`src/hw/rtl/wqvt_pkg.sv`:
```
`timescale 1ns / 1ps
`default_nettype none

package wqvt_pkg;

    localparam int SLOT_W     = 5;
    localparam int WEIGHT_W   = 32;
    localparam int SUM_W      = 40;
    localparam int CFG_ADDR_W = 3;
    localparam int CFG_DATA_W = 40;

    localparam logic [CFG_ADDR_W-1:0] CFG_ACTIVE_THRESHOLD     = 3'd0;
    localparam logic [CFG_ADDR_W-1:0] CFG_ACTIVE_TOTAL_WEIGHT  = 3'd1;
    localparam logic [CFG_ADDR_W-1:0] CFG_PENDING_ENABLED      = 3'd2;
    localparam logic [CFG_ADDR_W-1:0] CFG_PENDING_THRESHOLD    = 3'd3;
    localparam logic [CFG_ADDR_W-1:0] CFG_PENDING_TOTAL_WEIGHT = 3'd4;

    typedef enum logic [2:0] {
        MODE_UNRESTRICTED  = 3'd0,
        MODE_RESTRICTED    = 3'd1,
        MODE_WEAK_ACHIEVED = 3'd2,
        MODE_WEAK_FINAL    = 3'd3,
        MODE_STRONG        = 3'd4
    } quorum_mode_t;

    typedef enum logic [1:0] {
        PRIOR_NONE   = 2'd0,
        PRIOR_WEAK   = 2'd1,
        PRIOR_STRONG = 2'd2
    } prior_t;

    typedef enum logic [1:0] {
        VERDICT_ACCEPTED    = 2'd0,
        VERDICT_DUPLICATE   = 2'd1,
        VERDICT_CONFLICTING = 2'd2,
        VERDICT_UNKNOWN     = 2'd3
    } verdict_t;

    typedef struct packed {
        logic [SUM_W-1:0] threshold;
        logic [SUM_W-1:0] total_weight;
    } set_cfg_t;

    typedef struct packed {
        logic                present;
        logic                record;
        logic                is_strong;
        logic [SLOT_W-1:0]   slot;
        logic [WEIGHT_W-1:0] weight;
    } tally_req_t;

    typedef struct packed {
        logic         member;
        prior_t       prior;
        quorum_mode_t mode_next;
    } tally_sts_t;

endpackage

`default_nettype wire

```
`src/hw/rtl/wqvt_tally.sv`:
```
`timescale 1ns / 1ps
`default_nettype none

module wqvt_tally
    import wqvt_pkg::*;
#(
    parameter int MAX_FINALIZERS = 32
) (
    input  wire logic       aclk,
    input  wire logic       aresetn,
    input  wire set_cfg_t   cfg,
    input  wire tally_req_t req,
    output tally_sts_t      sts
);

    logic [MAX_FINALIZERS-1:0] strong_map_reg, strong_map_next;
    logic [MAX_FINALIZERS-1:0] weak_map_reg, weak_map_next;
    logic [SUM_W-1:0]          strong_sum_reg, strong_sum_next;
    logic [SUM_W-1:0]          weak_sum_reg, weak_sum_next;
    logic [SUM_W-1:0]          both_sum_reg, both_sum_next;
    quorum_mode_t              mode_reg, mode_next;

    logic [MAX_FINALIZERS-1:0] sel;
    logic                      member;
    logic                      hit_strong;
    logic                      hit_weak;
    logic [SUM_W-1:0]          limit;
    logic [SUM_W-1:0]          upd_sum;
    logic [SUM_W-1:0]          both_new;
    quorum_mode_t              weak_mode;

    function automatic logic [SUM_W-1:0] sat_add(input logic [SUM_W-1:0] a,
                                                 input logic [WEIGHT_W-1:0] b);
        logic [SUM_W:0] wide;
        wide = {1'b0, a} + (SUM_W + 1)'(b);
        return wide[SUM_W] ? {SUM_W{1'b1}} : wide[SUM_W-1:0];
    endfunction

    always_comb begin
        for (int i = 0; i < MAX_FINALIZERS; i++) begin
            sel[i] = (int'(req.slot) == i);
        end
        member     = req.present && (int'(req.slot) < MAX_FINALIZERS);
        hit_strong = |(strong_map_reg & sel);
        hit_weak   = |(weak_map_reg & sel);

        if (!member) begin
            sts.prior = PRIOR_NONE;
        end else if (hit_strong) begin
            sts.prior = PRIOR_STRONG;
        end else if (hit_weak) begin
            sts.prior = PRIOR_WEAK;
        end else begin
            sts.prior = PRIOR_NONE;
        end
        sts.member = member;

        limit    = (cfg.total_weight >= cfg.threshold) ?
                   (cfg.total_weight - cfg.threshold) : '0;
        upd_sum  = sat_add(req.is_strong ? strong_sum_reg : weak_sum_reg, req.weight);
        both_new = sat_add(both_sum_reg, req.weight);

        strong_map_next = strong_map_reg;
        weak_map_next   = weak_map_reg;
        strong_sum_next = strong_sum_reg;
        weak_sum_next   = weak_sum_reg;
        both_sum_next   = both_sum_reg;
        mode_next       = mode_reg;
        weak_mode       = mode_reg;

        if (req.record && member) begin
            both_sum_next = both_new;
            if (req.is_strong) begin
                strong_map_next = strong_map_reg | sel;
                strong_sum_next = upd_sum;
                case (mode_reg)
                    MODE_UNRESTRICTED, MODE_RESTRICTED: begin
                        if (upd_sum >= cfg.threshold) begin
                            mode_next = MODE_STRONG;
                        end else if (both_new >= cfg.threshold) begin
                            mode_next = (mode_reg == MODE_RESTRICTED) ?
                                        MODE_WEAK_FINAL : MODE_WEAK_ACHIEVED;
                        end
                    end
                    MODE_WEAK_ACHIEVED: begin
                        if (upd_sum >= cfg.threshold) begin
                            mode_next = MODE_STRONG;
                        end
                    end
                    default: begin
                    end
                endcase
            end else begin
                weak_map_next = weak_map_reg | sel;
                weak_sum_next = upd_sum;
                case (mode_reg)
                    MODE_UNRESTRICTED, MODE_RESTRICTED: begin
                        if (both_new >= cfg.threshold) begin
                            weak_mode = MODE_WEAK_ACHIEVED;
                        end
                        if (upd_sum > limit) begin
                            if (weak_mode == MODE_WEAK_ACHIEVED) begin
                                weak_mode = MODE_WEAK_FINAL;
                            end else if (weak_mode == MODE_UNRESTRICTED) begin
                                weak_mode = MODE_RESTRICTED;
                            end
                        end
                        mode_next = weak_mode;
                    end
                    MODE_WEAK_ACHIEVED: begin
                        if (upd_sum > limit) begin
                            mode_next = MODE_WEAK_FINAL;
                        end
                    end
                    default: begin
                    end
                endcase
            end
        end
        sts.mode_next = mode_next;
    end

    always_ff @(posedge aclk) begin
        if (!aresetn) begin
            strong_map_reg <= '0;
            weak_map_reg   <= '0;
            strong_sum_reg <= '0;
            weak_sum_reg   <= '0;
            both_sum_reg   <= '0;
            mode_reg       <= MODE_UNRESTRICTED;
        end else begin
            strong_map_reg <= strong_map_next;
            weak_map_reg   <= weak_map_next;
            strong_sum_reg <= strong_sum_next;
            weak_sum_reg   <= weak_sum_next;
            both_sum_reg   <= both_sum_next;
            mode_reg       <= mode_next;
        end
    end

    ap_mode_terminal: assert property (@(posedge aclk) disable iff (!aresetn)
        (mode_reg == MODE_STRONG || mode_reg == MODE_WEAK_FINAL) |=> $stable(mode_reg))
        else $error("quorum mode left a terminal state");

    ap_maps_disjoint: assert property (@(posedge aclk) disable iff (!aresetn)
        (strong_map_reg & weak_map_reg) == '0)
        else $error("slot holds both a strong and a weak vote");

endmodule

`default_nettype wire

```
`src/hw/rtl/weighted_quorum_vote_tally.sv`:
```
// Weighted quorum vote tally. One vote transaction can be taken every cycle;
// each gives exactly one result, which shows on the result port once it has
// moved from the input register into the result register. The per-set
// tallies (slot maps, weight sums, quorum state) update at the same edge as
// the result register, so the next vote already sees them. The input side
// keeps taking votes while a result waits, until both registers are full.
// Configuration registers must be written by the user only while the block is
// idle, which the block does not enforce; writes apply to the votes that follow.
`timescale 1ns / 1ps
`default_nettype none

module weighted_quorum_vote_tally
    import wqvt_pkg::*;
#(
    parameter int MAX_FINALIZERS = 32
) (
    input  wire logic                  aclk,
    input  wire logic                  aresetn,

    input  wire logic                  cfg_we,
    input  wire logic [CFG_ADDR_W-1:0] cfg_addr,
    input  wire logic [CFG_DATA_W-1:0] cfg_wdata,

    input  wire logic                  s_valid,
    output logic                       s_ready,
    input  wire logic                  s_vote_strength,
    input  wire logic                  s_in_active,
    input  wire logic [SLOT_W-1:0]     s_active_slot,
    input  wire logic [WEIGHT_W-1:0]   s_active_weight,
    input  wire logic                  s_in_pending,
    input  wire logic [SLOT_W-1:0]     s_pending_slot,
    input  wire logic [WEIGHT_W-1:0]   s_pending_weight,

    output logic                       m_valid,
    input  wire logic                  m_ready,
    output logic [1:0]                 m_verdict,
    output logic [2:0]                 m_active_quorum_state,
    output logic [2:0]                 m_pending_quorum_state,
    output logic                       m_certificate_ready,
    output logic                       m_certificate_strong
);

    set_cfg_t              active_cfg_reg;
    set_cfg_t              pending_cfg_reg;
    logic                  pending_enabled_reg;

    logic                  in_valid_reg;
    logic                  strength_reg;
    logic                  in_active_reg;
    logic [SLOT_W-1:0]     active_slot_reg;
    logic [WEIGHT_W-1:0]   active_weight_reg;
    logic                  in_pending_reg;
    logic [SLOT_W-1:0]     pending_slot_reg;
    logic [WEIGHT_W-1:0]   pending_weight_reg;

    logic                  m_valid_reg;
    verdict_t              m_verdict_reg;
    quorum_mode_t          m_active_mode_reg;
    quorum_mode_t          m_pending_mode_reg;
    logic                  m_cert_ready_reg;
    logic                  m_cert_strong_reg;

    logic                  advance;
    tally_req_t            active_req;
    tally_req_t            pending_req;
    tally_sts_t            active_sts;
    tally_sts_t            pending_sts;
    verdict_t              verdict;
    prior_t                kind;
    prior_t                existing;
    quorum_mode_t          pending_mode;
    logic                  cert_ready;
    logic                  cert_strong;

    assign advance = in_valid_reg && (!m_valid_reg || m_ready);
    assign s_ready = !in_valid_reg || advance;

    always_ff @(posedge aclk) begin
        if (!aresetn) begin
            active_cfg_reg      <= '0;
            pending_cfg_reg     <= '0;
            pending_enabled_reg <= 1'b0;
        end else if (cfg_we) begin
            case (cfg_addr)
                CFG_ACTIVE_THRESHOLD:     active_cfg_reg.threshold     <= cfg_wdata;
                CFG_ACTIVE_TOTAL_WEIGHT:  active_cfg_reg.total_weight  <= cfg_wdata;
                CFG_PENDING_ENABLED:      pending_enabled_reg          <= cfg_wdata[0];
                CFG_PENDING_THRESHOLD:    pending_cfg_reg.threshold    <= cfg_wdata;
                CFG_PENDING_TOTAL_WEIGHT: pending_cfg_reg.total_weight <= cfg_wdata;
                default: begin
                end
            endcase
        end
    end

    always_ff @(posedge aclk) begin
        if (!aresetn) begin
            in_valid_reg <= 1'b0;
        end else if (s_ready) begin
            in_valid_reg <= s_valid;
        end
        if (s_valid && s_ready) begin
            strength_reg       <= s_vote_strength;
            in_active_reg      <= s_in_active;
            active_slot_reg    <= s_active_slot;
            active_weight_reg  <= s_active_weight;
            in_pending_reg     <= s_in_pending;
            pending_slot_reg   <= s_pending_slot;
            pending_weight_reg <= s_pending_weight;
        end
    end

    always_comb begin
        active_req.present    = in_active_reg;
        active_req.is_strong  = strength_reg;
        active_req.slot       = active_slot_reg;
        active_req.weight     = active_weight_reg;
        pending_req.present   = in_pending_reg && pending_enabled_reg;
        pending_req.is_strong = strength_reg;
        pending_req.slot      = pending_slot_reg;
        pending_req.weight    = pending_weight_reg;

        kind     = strength_reg ? PRIOR_STRONG : PRIOR_WEAK;
        existing = (active_sts.prior != PRIOR_NONE) ? active_sts.prior : pending_sts.prior;

        if (!active_sts.member && !pending_sts.member) begin
            verdict = VERDICT_UNKNOWN;
        end else if (active_sts.prior != PRIOR_NONE && pending_sts.prior != PRIOR_NONE &&
                     active_sts.prior != pending_sts.prior) begin
            verdict = VERDICT_CONFLICTING;
        end else if (existing == PRIOR_NONE) begin
            verdict = VERDICT_ACCEPTED;
        end else if (existing == kind) begin
            verdict = VERDICT_DUPLICATE;
        end else begin
            verdict = VERDICT_CONFLICTING;
        end

        active_req.record  = advance && (verdict == VERDICT_ACCEPTED);
        pending_req.record = advance && (verdict == VERDICT_ACCEPTED);

        pending_mode = pending_enabled_reg ? pending_sts.mode_next : MODE_UNRESTRICTED;
        cert_ready   = (active_sts.mode_next inside {MODE_WEAK_ACHIEVED, MODE_WEAK_FINAL,
                                                     MODE_STRONG}) &&
                       (!pending_enabled_reg ||
                        (pending_mode inside {MODE_WEAK_ACHIEVED, MODE_WEAK_FINAL,
                                              MODE_STRONG}));
        cert_strong  = cert_ready && (active_sts.mode_next == MODE_STRONG) &&
                       (!pending_enabled_reg || pending_mode == MODE_STRONG);
    end

    wqvt_tally #(
        .MAX_FINALIZERS(MAX_FINALIZERS)
    ) u_active_tally (
        .aclk    (aclk),
        .aresetn (aresetn),
        .cfg     (active_cfg_reg),
        .req     (active_req),
        .sts     (active_sts)
    );

    wqvt_tally #(
        .MAX_FINALIZERS(MAX_FINALIZERS)
    ) u_pending_tally (
        .aclk    (aclk),
        .aresetn (aresetn),
        .cfg     (pending_cfg_reg),
        .req     (pending_req),
        .sts     (pending_sts)
    );

    always_ff @(posedge aclk) begin
        if (!aresetn) begin
            m_valid_reg <= 1'b0;
        end else if (advance) begin
            m_valid_reg <= 1'b1;
        end else if (m_ready) begin
            m_valid_reg <= 1'b0;
        end
        if (advance) begin
            m_verdict_reg      <= verdict;
            m_active_mode_reg  <= active_sts.mode_next;
            m_pending_mode_reg <= pending_mode;
            m_cert_ready_reg   <= cert_ready;
            m_cert_strong_reg  <= cert_strong;
        end
    end

    assign m_valid                = m_valid_reg;
    assign m_verdict              = m_verdict_reg;
    assign m_active_quorum_state  = m_active_mode_reg;
    assign m_pending_quorum_state = m_pending_mode_reg;
    assign m_certificate_ready    = m_cert_ready_reg;
    assign m_certificate_strong   = m_cert_strong_reg;

    ap_result_follows: assert property (@(posedge aclk) disable iff (!aresetn)
        advance |=> m_valid_reg)
        else $error("processed vote produced no result");

    ap_strong_implies_ready: assert property (@(posedge aclk) disable iff (!aresetn)
        m_valid_reg |-> (!m_cert_strong_reg || m_cert_ready_reg))
        else $error("strong certificate reported without ready");

    ap_pending_off_state: assert property (@(posedge aclk) disable iff (!aresetn)
        (m_valid_reg && !pending_enabled_reg) |-> (m_pending_mode_reg == MODE_UNRESTRICTED))
        else $error("pending state shown while pending set disabled");

endmodule

`default_nettype wire

```
`config.mk`:
```
export PLATFORM = sky130hd
export DESIGN_NAME = weighted_quorum_vote_tally
export DESIGN_NICKNAME = d
export VERILOG_FILES = /design/src/hw/rtl/wqvt_pkg.sv /design/src/hw/rtl/wqvt_tally.sv /design/src/hw/rtl/weighted_quorum_vote_tally.sv
export SDC_FILE = /design/constraint.sdc
export NUM_CORES = 2
export LEC_CHECK = 0
export BUFFER_PORTS_ARGS = -buffer_cell sky130_fd_sc_hd__buf_2
export CORE_AREA = 2 2 290 292
export DETAILED_ROUTE_END_ITERATION = 8
export DIE_AREA = 0 0 292 294
export MAX_ROUTING_LAYER = met4
export PLACE_DENSITY_LB_ADDON = 0.2
export SETUP_SLACK_MARGIN = 0.2
export SLEW_MARGIN = 20
export SYNTH_ARGS = -nofsm -noshare
export SYNTH_HDL_FRONTEND = slang
export SYNTH_SLANG_ARGS = --single-unit
```
`constraint.sdc`:
```
create_clock -name aclk -period 19 [get_ports aclk]
set_clock_uncertainty 0.15 [all_clocks]
set_input_delay 2.85 -clock aclk [delete_from_list [all_inputs] [get_ports aclk]]
set_output_delay 2.85 -clock aclk [all_outputs]
set_load 0.01 [all_outputs]
```
==> After elaboration in Yosys (flattened, before gate mapping) <==
Index checks and enable logic that the tools add are counted.
{ "totals": {"input_bits": 125, "output_inout_bits": 12, "regBits": 624} }
{ "classes": {"muxes": 55, "eq_ne": 80, "magnitude_cmp": 8, "add_sub_neg": 6, "reduce_logical": 50, "bitwise_logic": 9} }
{ "op_table": {"columns": ["op", "count"], "rows": [
  ["40-bit 2-to-1 mux", 8],
  ["40-bit greater-or-equal comparator", 6],
  ["40-bit by 32-bit adder with 41-bit output", 4],
  ["5-bit == test, second input constant", 32],
  ["32-bit AND", 4],
  ["32-bit OR", 4],
  ["32-bit OR reduction", 4],
  ["3-bit 2-to-1 mux", 27],
  ["5-bit by 4-bit == test with 1-bit output, second input constant", 16],
  ["40-bit > comparator", 2],
  ["40-bit subtractor", 2],
  ["5-bit by 3-bit == test with 1-bit output, second input constant", 8],
  ["3-bit by 2-bit == test with 1-bit output, second input constant", 10],
  ["3-bit one-hot mux with 2 select lines", 4],
  ["5-bit by 2-bit == test with 1-bit output, second input constant", 4],
  ["2-bit 2-to-1 mux", 10],
  ["2-bit AND reduction", 9],
  ["3-bit zero test", 5],
  ["1-bit logical AND", 12],
  ["5-bit by 1-bit == test with 1-bit output, second input constant", 2],
  ["5-bit zero test", 2],
  ["3-bit by 1-bit == test with 1-bit output, second input constant", 3],
  ["3-bit == test, second input constant", 3],
  ["1-bit 2-to-1 mux", 6],
  ["9 further kinds", 21]
]} }

==> Longest topological paths before layout <==
{ "depth": {"word_depth": 31, "ltp_mapped": 33, "ltp_nobuf": 27} }

==> By module <==
From an unflattened synthesis, not the netlist that was laid out.
{ "unflattened": {"hier_cells": 4957, "hier_area_um2": 41374.7} }
{ "modules_own_cells": {"columns": ["mod", "cells_each", "n_inst", "area_each_um2"], "rows": [
  ["wqvt_tally at u_pending_tally", 2167, 1, 16639.7],
  ["wqvt_tally at u_active_tally", 2088, 1, 16244.3],
  ["weighted_quorum_vote_tally", 702, 1, 8490.6]
]} }

==> Least setup slack after synthesis <==
No wires, ideal clock.
{ "synth_path": {"kind": "reg-to-reg", "startpoint": "register strength_reg", "endpoint": "register m_cert_ready_reg, in the netlist m_certificate_ready (data pin)", "slack_ps": 11245, "arrival_time_ps": 7349, "required_time_ps": 18594, "n_path_buf": 8, "setup_time_ps": 256, "path_stages_with_launch": 32, "path_cell_list": "edfxtp_1 clkbuf_1 buf_1 buf_2 buf_1 clkbuf_1 buf_1 mux2_2 ha_1 a21o_1 a21o_1 a31oi_1 o211ai_1 o21ai_0 a211oi_1 o31ai_1 or2_2 clkbuf_1 clkbuf_1 nand2_1 ha_1 a21o_1 a21o_1 a221o_1 a31oi_1 a31oi_1 o311ai_0 a31oi_1 nand2_1 o31ai_1 a21bo_2 o22a_1"} }
{ "synth_rtl": {"columns": ["item", "line_no", "rtl"], "rows": [
  ["start, declared", "weighted_quorum_vote_tally.sv:48", "logic strength_reg;"],
  ["start signal, assigned", "weighted_quorum_vote_tally.sv:103", "strength_reg <= s_vote_strength;"],
  ["40-bit 2-to-1 mux (*)", "wqvt_tally.sv:60", "upd_sum = sat_add(req.is_strong ? strong_sum_reg : weak_sum_reg, req.weight);"],
  ["40-bit by 32-bit adder with 41-bit output (*)", "wqvt_tally.sv:35", "wide = {1'b0, a} + (SUM_W + 1)'(b);"],
  ["40-bit 2-to-1 mux (*)", "wqvt_tally.sv:36", "return wide[SUM_W] ? {SUM_W{1'b1}} : wide[SUM_W-1:0];"],
  ["net u_pending_tally.upd_sum[29]", "wqvt_tally.sv:28", "logic [SUM_W-1:0] upd_sum;"],
  ["40-bit > comparator or 40-bit greater-or-equal comparator (tied branches)", null, null],
  ["3-bit 2-to-1 mux (on tied branches)", null, null],
  ["3-bit one-hot mux with 2 select lines (on tied branches)", "wqvt_tally.sv:96, wqvt_tally.sv:76", null],
  ["3-bit 2-to-1 mux (*)", "wqvt_tally.sv:73", "if (req.is_strong) begin"],
  ["3-bit 2-to-1 mux (*)", "wqvt_tally.sv:71", "if (req.record && member) begin"],
  ["3-bit 2-to-1 mux (*)", "weighted_quorum_vote_tally.sv:142", "pending_mode = pending_enabled_reg ? pending_sts.mode_next : MODE_UNRESTRICTED;"],
  ["3-bit by 2-bit == test with 1-bit output or 3-bit == test (tied branches)", "weighted_quorum_vote_tally.sv:146", "(pending_mode inside {MODE_WEAK_ACHIEVED, MODE_WEAK_FINAL,"],
  ["3-bit nonzero test (*)", "weighted_quorum_vote_tally.sv:146", null],
  ["1-bit logical OR (*)", "weighted_quorum_vote_tally.sv:145", "(!pending_enabled_reg ||"],
  ["1-bit logical AND (*)", "weighted_quorum_vote_tally.sv:144", "MODE_STRONG}) &&"],
  ["net cert_ready", "weighted_quorum_vote_tally.sv:72", "logic cert_ready;"],
  ["end signal, assigned", "weighted_quorum_vote_tally.sv:184", "m_cert_ready_reg <= cert_ready;"],
  ["end, declared", "weighted_quorum_vote_tally.sv:60", "logic m_cert_ready_reg;"]
]} }
The timed path passes the listed nets; every way through them passes the cells marked *.
A chain may end at the register's enable or synchronous reset.

==> Final worst setup path <==
Same ends and word-level chain as after synthesis.

==> flow_metrics.py <==
metrics = {
    "setup_path": {
        "worstPathArrival_ps": 8660,
        "cp_slowest_cell": "o311ai_0",
        "crit_type": "flip-flop to flip-flop",
        "reg2reg_to": "m_certificate_ready",
        "start_kind": "flip-flop",
        "rrSetupSlack_ps": 10590,
        "critical_path.max_fanout": 106,
        "cp_slowest_stage_delay_ps": 850,
        "rr_worst_depth": 26,
        "end_kind": "flip-flop",
        "worst-endpoint-required_ps": 19250,
        "r2r-start": "strength_reg",
    },
    "timing": {
        "relSlewSlack": 0.2711,
        "setup_viol": 0,
        "finalCriticalPeriod_ps": 8409,
        "slew_viol_final": 0,
        "finalCritPeriodShare": 0.4426,
        "worstMarginPinSlew_ps": 1093,
        "max_freq_mhz": 118.9,
        "hold_viol": 0,
        "rsz0062_at_grt": "false",
        "tns_ps": 0,
    },
    "synth": {
        "ys_types": 95,
        "syn-instance-count": 5063,
        "synth_flop_cell": "dfxtp_1",
        "synth_top_area_cell": "dfxtp_1",
        "syn_area_per_cell_um2": 8.091,
        "synthTopCellsByArea": "dfxtp_1 (26%), ha_1 (14%), a21oi_1 (7.0%)",
        "yosysSeqAreaShare": 0.3262,
        "yosysMostFrequentCell": "nand2_1",
        "ys.warnings.count": 0,
        "synth-seq-cells": 624,
        "synth.top_cell.area_share": 0.2624,
        "syn_area_mm2": 0.04097,
        "async_flop_share": 0,
        "synth_nets": 5642,
        "netlist_top_cells_count": "nand2_1 (686), a21oi_1 (574), dfxtp_1 (537)",
        "synth_edf_count": 87,
    },
    "floorplanning": {
        "io_pins": 137,
        "die_w_um": 292,
        "coreArea_mm2": 0.08289,
        "die_y_um": 294,
        "rows": 106,
        "dieArea_mm2": 0.08585,
        "start_util": 0.4942,
    },
    "cts": {
        "htree_levels": 3,
        "cts_hold_buf": 0,
        "cts_tree": "yes",
        "post-cts-setup-buffers": 0,
        "clockRootBuffer": "clkbuf_16",
        "numCtsBuffers": 75,
        "clkLatencyLatePin_ps": 650,
        "clk_pin_slew_ps": 60,
        "cts.repair.resized": 0,
        "cts_buffer_depth": 3,
        "clock_sinks": 624,
    },
    "pwr": {
        "ir_drop_uv": 72.19,
        "finalPower_w": 0.003593,
        "leakage_nw": 18.64,
        "p_per_area_mw_per_mm2": 80.25,
    },
    "layout": {
        "syn_to_final_growth_pct": 9.288,
        "stdcell_count": 6210,
        "post-route-util": 0.5401,
        "nFillCells": 7824,
        "layout.nets": 5640,
        "fin_area_mm2": 0.04477,
        "drive_above_1_share": 0.08335,
    },
    "route": {
        "drc": 0,
        "detail_route.first_pass.iterations": 6,
        "drt-total-wl_mm": 120.7,
        "num_vias": 36460,
        "avgViaCountPerCell": 5.871,
        "antenna_left": 0,
        "drt_first_iter_violations": 2424,
        "wl_per_cell_um": 19.43,
    },
    "status": {
        "outcome": "finished clean",
    },
    "global_routing": {
        "grtUsageTotal": 0.2834,
        "grt_overflow": 0,
        "antenna_found_initial": 10,
        "grt_pass1_vias": 34110,
        "grt_pass1_wl_mm": 189.6,
        "grt_max_degree": 166,
    },
    "worst_hold_path": {
        "whs_endpoint": "active_cfg_reg[65]",
        "hp-class": "flip-flop to flip-flop",
        "worstHoldStart": "active_cfg_reg[65]",
        "min_path_cells": 2,
    },
    "placed_design": {
        "dp_hpwl_mm": 88.42,
        "dp.cells": 6064,
        "place_area_mm2": 0.04224,
        "io_buffers": 136,
        "place.gp.congestion": 0.9511,
    },
    "run": {
        "maxCapViolations": 0,
    },
}
-- metal layers --
layer	GRT usage	wire length (um)
met4	0.1007	4558
met2	0.4601	55460
met5	-	0
met1	0.3637	54400
met3	0.03535	6248
-- area by class of cell --
type	instances	area, um2	share of cell area
multi-input combinational	4007	25880	0.5781
sequential	624	13360	0.2985
clock buffer	112	2137	0.04773
timing repair buffer	170	950.9	0.02124
inverter	183	694.4	0.01551
tap	1080	1351	0.03018
antenna	7	17.52	0.0003912
clock inverter	27	375.4	0.008384
-- where the power goes --
part | switching [W] | internal [W] | leakage, nW
combinational | 0.000445 | 0.000279 | 12.2
sequential | 0.0000242 | 0.00137 | 5.18
clock | 0.000608 | 0.000869 | 1.21
-- worst max-delay path by stage --
stage | from | endpoint | slack, ps | depth (start not counted)
6_report | strength_reg | m_certificate_ready | 10590 | 26
3_3_place_gp | strength_reg | m_certificate_ready | 10910 | 26
5_1_grt | strength_reg | m_certificate_ready | 10290 | 26
2_1_floorplan | strength_reg | m_certificate_ready | 11240 | 31
4_1_cts | strength_reg | m_certificate_ready | 10770 | 26
3_5_place_dp | strength_reg | m_certificate_ready | 10800 | 26
-- critical path: cells and delay by family (launching register included) --
family                   cells  cell delay, ps
AO/OA/AOI/OAI               16            4790
AND/OR/NAND/NOR              4             980
adder cells (fa/ha/maj)      3             920
buffers and inverters        2             560
flip-flops                   1             370
multiplexers                 1             280
-- cells by family (layout without fill, tap and decap cells) --
group,after synthesis,after routing,synth area share
AO/OA/AOI/OAI,1465,1465,0.2244
other,0,7,0
buffers and inverters,432,492,0.04297
flip-flops,624,624,0.3262
multiplexers,117,117,0.03097
AND/OR/NAND/NOR,1789,1789,0.1968
adder cells (fa/ha/maj),454,454,0.1398
XOR/XNOR,182,182,0.03891
-- cell usage in the layout, fill, tap and decap left out, types with 65 or more instances in the layout --
cell type,n
a211oi_1,91
a21o_1,165
a21oi_1,574
a31oi_1,96
buf_2,135
clkbuf_16,76
dfxtp_1,537
edfxtp_1,87
ha_1,448
inv_1,182
mux2_2,76
nand2_1,685
nand3_1,98
nor2_1,528
nor3_1,121
o21ai_0,209
xnor2_1,117
xor2_1,65
-- metrics by stage --
| stage | hold slack [ps] | worst slack, ps |
|---|---|---|
| after global routing | 320.5 | 10290 |
| after global placement | 288.8 | 10910 |
| after detailed placement | 296.0 | 10800 |
| final | 302.4 | 10590 |
| after floorplan | 275.8 | 11240 |
| after CTS | 303.9 | 10770 |
(Power assumes the default switching activity.)
